==> src/sv/sin_pkg.sv <==
// shared types and constants for the slice index normalizer
package sin_pkg;

  localparam int unsigned FieldW = 32;
  localparam int unsigned DimW   = 31;
  localparam int unsigned CalcW  = 34;
  localparam int unsigned QuotW  = 31;

  typedef enum logic [1:0] {
    ST_OK      = 2'd0,
    ST_IDX_OOB = 2'd1,
    ST_RNG_OOB = 2'd2
  } status_t;

  // result fields that ride along the divider
  typedef struct packed {
    status_t               status;
    logic                  remove_dim;
    logic [DimW-1:0]       first_index;
    logic [FieldW-1:0]     index_stride;
    logic [DimW-1:0]       fixed_length;
    logic                  use_quot;
  } meta_t;

endpackage

==> src/sv/sin_norm.sv <==
// two-stage bounds check and span computation ahead of the divider
module sin_norm import sin_pkg::*; #(
  parameter int unsigned W = 32
) (
  input  logic                     clk,
  input  logic                     rst,
  input  logic                     en,
  input  logic                     in_valid,
  input  logic [FieldW-1:0]        in_start,
  input  logic [FieldW-1:0]        in_finish,
  input  logic [FieldW-1:0]        in_step,
  input  logic [DimW-1:0]          in_dim,
  output logic                     out_valid,
  output meta_t                    out_meta,
  output logic [QuotW-1:0]         out_num,
  output logic [FieldW-1:0]        out_mag
);

  localparam logic signed [CalcW-1:0] SMin = -(CalcW'(1) <<< (W - 1));
  localparam logic signed [CalcW-1:0] SMax = (CalcW'(1) <<< (W - 1)) - CalcW'(1);

  logic signed [W-1:0]     st_w, fi_w, sp_w;
  logic signed [CalcW-1:0] s, e, p, d;
  logic                    pos;

  assign st_w = in_start[W-1:0];
  assign fi_w = in_finish[W-1:0];
  assign sp_w = in_step[W-1:0];
  assign s    = CalcW'(st_w);
  assign e    = CalcW'(fi_w);
  assign p    = CalcW'(sp_w);
  assign d    = $signed({3'b000, in_dim});
  assign pos  = (p > 0);

  // stage a: normalize start and finish
  logic                    a_single_next, a_bad_next;
  logic signed [CalcW-1:0] a_start_next, a_end_next;

  always_comb begin
    a_single_next = (p == 0);
    a_bad_next    = 1'b0;
    a_start_next  = s;
    a_end_next    = e;
    if (s >= 0) begin
      if (s >= d) a_bad_next = 1'b1;
    end else if (s >= -d) begin
      a_start_next = s + d;
    end else if (!a_single_next && s == SMin) begin
      a_start_next = pos ? '0 : d - CalcW'(1);
    end else begin
      a_bad_next = 1'b1;
    end
    if (!a_single_next) begin
      if (e >= 0) begin
        if (pos ? (e > d) : (e >= d)) begin
          if (e == SMax) a_end_next = pos ? d : -CalcW'(1);
          else           a_bad_next = 1'b1;
        end
      end else if (e >= -d) begin
        a_end_next = e + d;
      end else begin
        a_bad_next = 1'b1;
      end
    end
  end

  logic                    a_valid, a_single, a_bad;
  logic signed [CalcW-1:0] a_start, a_end, a_step;

  always_ff @(posedge clk) begin
    if (rst) begin
      a_valid <= 1'b0;
    end else if (en) begin
      a_valid <= in_valid;
    end
  end

  always_ff @(posedge clk) begin
    if (en) begin
      a_single <= a_single_next;
      a_bad    <= a_bad_next;
      a_start  <= a_start_next;
      a_end    <= a_end_next;
      a_step   <= p;
    end
  end

  // stage b: span, magnitude and result classification
  logic signed [CalcW-1:0] span, mag;
  meta_t                   meta_next;
  logic [QuotW-1:0]        num_next;

  always_comb begin
    span      = (a_step > 0) ? a_end - a_start : a_start - a_end;
    mag       = (a_step > 0) ? a_step : -a_step;
    meta_next = '0;
    num_next  = QuotW'(span - CalcW'(1));
    if (a_bad) begin
      meta_next.status = a_single ? ST_IDX_OOB : ST_RNG_OOB;
    end else if (a_single) begin
      meta_next.status       = ST_OK;
      meta_next.remove_dim   = 1'b1;
      meta_next.first_index  = a_start[DimW-1:0];
      meta_next.index_stride = FieldW'(1);
      meta_next.fixed_length = DimW'(1);
    end else if (span <= 0) begin
      meta_next.status       = ST_OK;
      meta_next.index_stride = FieldW'(1);
    end else begin
      meta_next.status       = ST_OK;
      meta_next.first_index  = a_start[DimW-1:0];
      meta_next.index_stride = a_step[FieldW-1:0];
      meta_next.use_quot     = 1'b1;
    end
  end

  always_ff @(posedge clk) begin
    if (rst) begin
      out_valid <= 1'b0;
    end else if (en) begin
      out_valid <= a_valid;
    end
  end

  always_ff @(posedge clk) begin
    if (en) begin
      out_meta <= meta_next;
      out_num  <= num_next;
      out_mag  <= mag[FieldW-1:0];
    end
  end

endmodule

==> config.mk <==
export PLATFORM = sky130hd
export DESIGN_NAME = sin_norm
export DESIGN_NICKNAME = d
export VERILOG_FILES = /design/src/sv/sin_pkg.sv /design/src/sv/sin_norm.sv
export SDC_FILE = /design/constraint.sdc
export NUM_CORES = 1
export LEC_CHECK = 0
export CAP_MARGIN = 20
export CORE_MARGIN = 2
export CORE_UTILIZATION = 30
export DETAILED_ROUTE_END_ITERATION = 8
export DONT_BUFFER_PORTS = 1
export GPL_TIMING_DRIVEN = 0
export HOLD_SLACK_MARGIN = 0.05
export SETUP_SLACK_MARGIN = 0.3
export SYNTH_ARGS = -nofsm -noshare
export SYNTH_HDL_FRONTEND = slang
export SYNTH_SLANG_ARGS = --single-unit
export TNS_END_PERCENT = 10
==> constraint.sdc <==
create_clock -name clk -period 9.1 [get_ports clk]
set_input_delay 0 -clock clk [delete_from_list [all_inputs] [get_ports clk]]
set_output_delay 0 -clock clk [all_outputs]
set_load 0.05 [all_outputs]
==> impl_metrics.yaml <==
die:
  start_util: 0.304
  io_pins: 293
  die_y_um: 266
  num_rows: 95
  die_w_um: 266
  fp.dieArea_um2: 70500
  core_area_um2: 67400
setup_path:
  critPathKind: "in -> reg"
  end_kind: "register"
  crit_path_max_fanout: 10
  cpLargestDelayFamily: "simple AND/OR/NAND/NOR gates"
  worst_path_largest_cell_delay_ns: 0.60
  startpoint_type: "primary input"
  crit_buf_inv: 5
  cp.required_ns: 9.51
  path_cells: "or4_1 -> nand3b_1 -> or4_1 -> clkbuf_1 -> or3_1 -> nand2b_1 -> or4_1 -> xnor2_1 -> ha_1 -> a21oi_1 -> nor2_1 -> a2111oi_0 -> mux2_2 -> and3_1 -> clkbuf_1 -> nand2b_1 -> clkbuf_1 -> o211ai_1 -> dlygate4sd3_1 -> o41ai_1 -> dlygate4sd3_1"
  cp_slowest_cell: "clkbuf_1"
  critPathArrivalTime_ns: 7.14
place:
  port_buffers: 0
  gp_congestion: 0.958
  dpl.hpwl_um: 56300
  pre_cts_ws_ns: 2.75
route:
  ant_nets: 0
  drc_errors: 0
  drt_wl_total_um: 72200
  firstDrtPassIters: 6
  via_per_inst: 5.44
  vias: 18000
  drt_iter0_markers: 1392
  wire_per_inst_um: 21.8
sta:
  fin_tns_setup_ns: 0
  post-route-period-util: 0.739
  setup_viol: 0
  hold_viol_final: 0
  timing.fmax_ghz: 0.149
  worst_slack_ns: 2.37
  rsz0062_at_grt: "false"
  tightest_slew_ns: 1.31
  fin_worst_skew_ns: 0.0256
  slew_headroom: 0.129
  post-route-min-period_ns: 6.73
  final_max_slew_viol_count: 0
power_and_ir_drop:
  switchingPower_mw: 1.65
  power_density_nw_per_um2: 173
  seqPwrFrac: 0.419
  clock_power_share: 0.249
  irDropWorstVdd_uv: 112
  intPower_mw: 2.50
  switching_share: 0.398
  p_comb_frac: 0.332
  p_leak_nw: 9.69
clocking:
  clk_path_buf_depth: 3
  hold_buffers: 145
  cts.clk_slew.worst_paths_ns: 0.07
  postCtsSetupBuffers: 0
  post_cts_resized: 0
  clock_latency_ns: 0.55
  htreeDepth: 1
  clock-root-buffer: "clkbuf_16"
  numCtsBuffers: 24
  clock_sinks: 232
  cts_tree: "yes"
run_status:
  status: "complete, no violations"
global_route:
  grt_max_degree: 231
  overflow: 0
  antenna_found_initial: 1
  grt_pass1_wl_um: 108000
  grt_use_total: 0.197
  grt_pass1_vias: 17900
flow_run:
  cap_violations: 0
synthesis:
  synth-seq-area-share: 0.339
  synth_area_leaders: "edfxtp_1, ha_1, a21oi_1"
  yosysTopAreaCellShare: 0.337
  synthTopCellsByCount: "ha_1, edfxtp_1, a21oi_1, inv_1, nor2_1"
  syn_area_per_cell_um2: 9.23
  synth_flop_cell: "edfxtp_1"
  ys_seq_elements: 232
  ys_async_sr_fraction: 0
  ys_types: 88
  synth_cells: 2222
  yosysMostFrequentCell: "ha_1"
  synth_area_um2: 20500
  synth.largest_area_cell: "edfxtp_1"
  synth_edf_count: 230
  yosysWarnings: 0
finish:
  diodes: 0
  area_delta_synth_final_pct: 17.0
  drive_above_1_share: 0.0513
  finalNetCount: 2814
  fillCellCount: 6803
min_path:
  holdCritPathClass: "in -> reg"
-- flip-flops by register name, summed over array words and instances (netlist names) --
name,cells
out_mag,32
out_meta,67
a_valid,1
out_valid,1
out_num,31
a_step,32
a_end,33
a_bad,1
a_single,1
a_start,33
-- power by group through the flow --
stage | registers (mW) | clock network, mW | logic, mW
2_1_floorplan | 1.71 | 0 | 0.956
3_3_place_gp | 1.76 | 0 | 1.25
3_5_place_dp | 1.77 | 0 | 1.26
4_1_cts | 1.75 | 1.07 | 1.36
5_1_grt | 1.76 | 1.10 | 1.52
6_report | 1.74 | 1.03 | 1.38
-- per-stage QoR --
| step | power, mW | instances | util | hold WS [ns] | instance area, um^2 |
|---|---|---|---|---|---|
| 2_1_floorplan | 2.67 | 2251 | - | 0.0724 | 20600 |
| 3_3_place_gp | 3.01 | 3124 | 0.322 | 0.0739 | 21700 |
| 3_5_place_dp | 3.03 | 3124 | 0.322 | 0.0775 | 21700 |
| 4_1_cts | 4.17 | 3311 | 0.356 | 0.0534 | 24000 |
| 5_1_grt | 4.37 | 3311 | 0.356 | 0.0571 | 24000 |
| 6_report | 4.15 | 3311 | 0.356 | 0.0807 | 24000 |
-- layout by cell type (no fill, tap or decap), drive strengths merged, types with 13 or more instances in the layout --
master / synthesis / routed
ha: 257 / 257
or3: 16 / 16
a31oi: 13 / 13
a22o: 25 / 25
nand3: 28 / 28
nand2b: 27 / 27
xnor2: 116 / 116
o21ai: 129 / 129
or4: 21 / 21
nor4: 37 / 37
dlygate4sd3: 0 / 144
buf: 48 / 49
mux2i: 16 / 16
edfxtp: 230 / 230
nand2: 107 / 107
o31ai: 30 / 30
and2: 45 / 45
o211ai: 20 / 20
nor2b: 16 / 16
a211oi: 38 / 38
a21oi: 220 / 220
xor2: 51 / 51
clkbuf: 67 / 94
nor2: 163 / 163
nor3: 40 / 40
o21a: 20 / 20
a21o: 52 / 52
nand4: 51 / 51
inv: 175 / 178
conb: 1 / 30
o21bai: 23 / 23
-- path summary, 6_finish.rpt --
path	from	end	slack, ns	depth (start not counted)
worst max-delay path	in_dim[3]	a_end[25]	2.37	21
worst min-delay path	in_step[1]	a_step[1]	0.08	1
worst max register to register	a_step[0]	out_meta[78]	3.34	17
worst min register to register	a_step[0]	out_mag[0]	0.58	0
-- layer usage --
metal,track usage,part of all wire,vias up
met5,0,0.00017,-
met1,0.247,0.42,8569
met4,0.0841,0.044,2
li1,-,-,8518
met2,0.339,0.47,743
met3,0.0285,0.068,167
-- worst reg2reg max path, stage by stage, from the launching register on --
cell and delay (ns):
edfxtp_1 0.47, inv_1 0.10, ha_1 0.16, or3b_2 0.54
nor3_2 0.40, a31oi_2 0.40, buf_6 0.29, buf_6 0.18
mux2i_1 0.21, ha_1 0.22, nand2_1 0.09, or4_4 0.56
nor4_4 0.37, nand4_1 0.23, nor4_4 0.32, a211o_1 0.46
buf_4 0.26, a21oi_1 0.18
-- logic make-up (layout without fill, tap and decap cells) --
| group | after synthesis | count (layout) | share of synthesized area |
|---|---|---|---|
| AO/OA/AOI/OAI | 655 | 655 | 0.204 |
| AND/OR/NAND/NOR | 595 | 595 | 0.154 |
| buffers and inverters | 291 | 478 | 0.0608 |
| adder cells (fa/ha/maj) | 262 | 262 | 0.161 |
| flip-flops | 232 | 232 | 0.339 |
| XOR/XNOR | 167 | 167 | 0.0717 |
| multiplexers | 19 | 19 | 0.00963 |
| other | 1 | 30 | 0.000183 |
-- layout make-up --
| cell class | instances | area (um^2) | area share |
|---|---|---|---|
| tap | 873 | 1090 | 0.0455 |
| buffer | 115 | 587 | 0.0244 |
| sequential | 232 | 6950 | 0.289 |
| multi-input combinational | 1728 | 12400 | 0.518 |
| timing repair buffer | 145 | 1470 | 0.0612 |
| clock buffer | 27 | 612 | 0.0255 |
| clock inverter | 15 | 213 | 0.00886 |
| inverter | 176 | 661 | 0.0275 |
No activity file was read; power rests on OpenSTA's default activity.
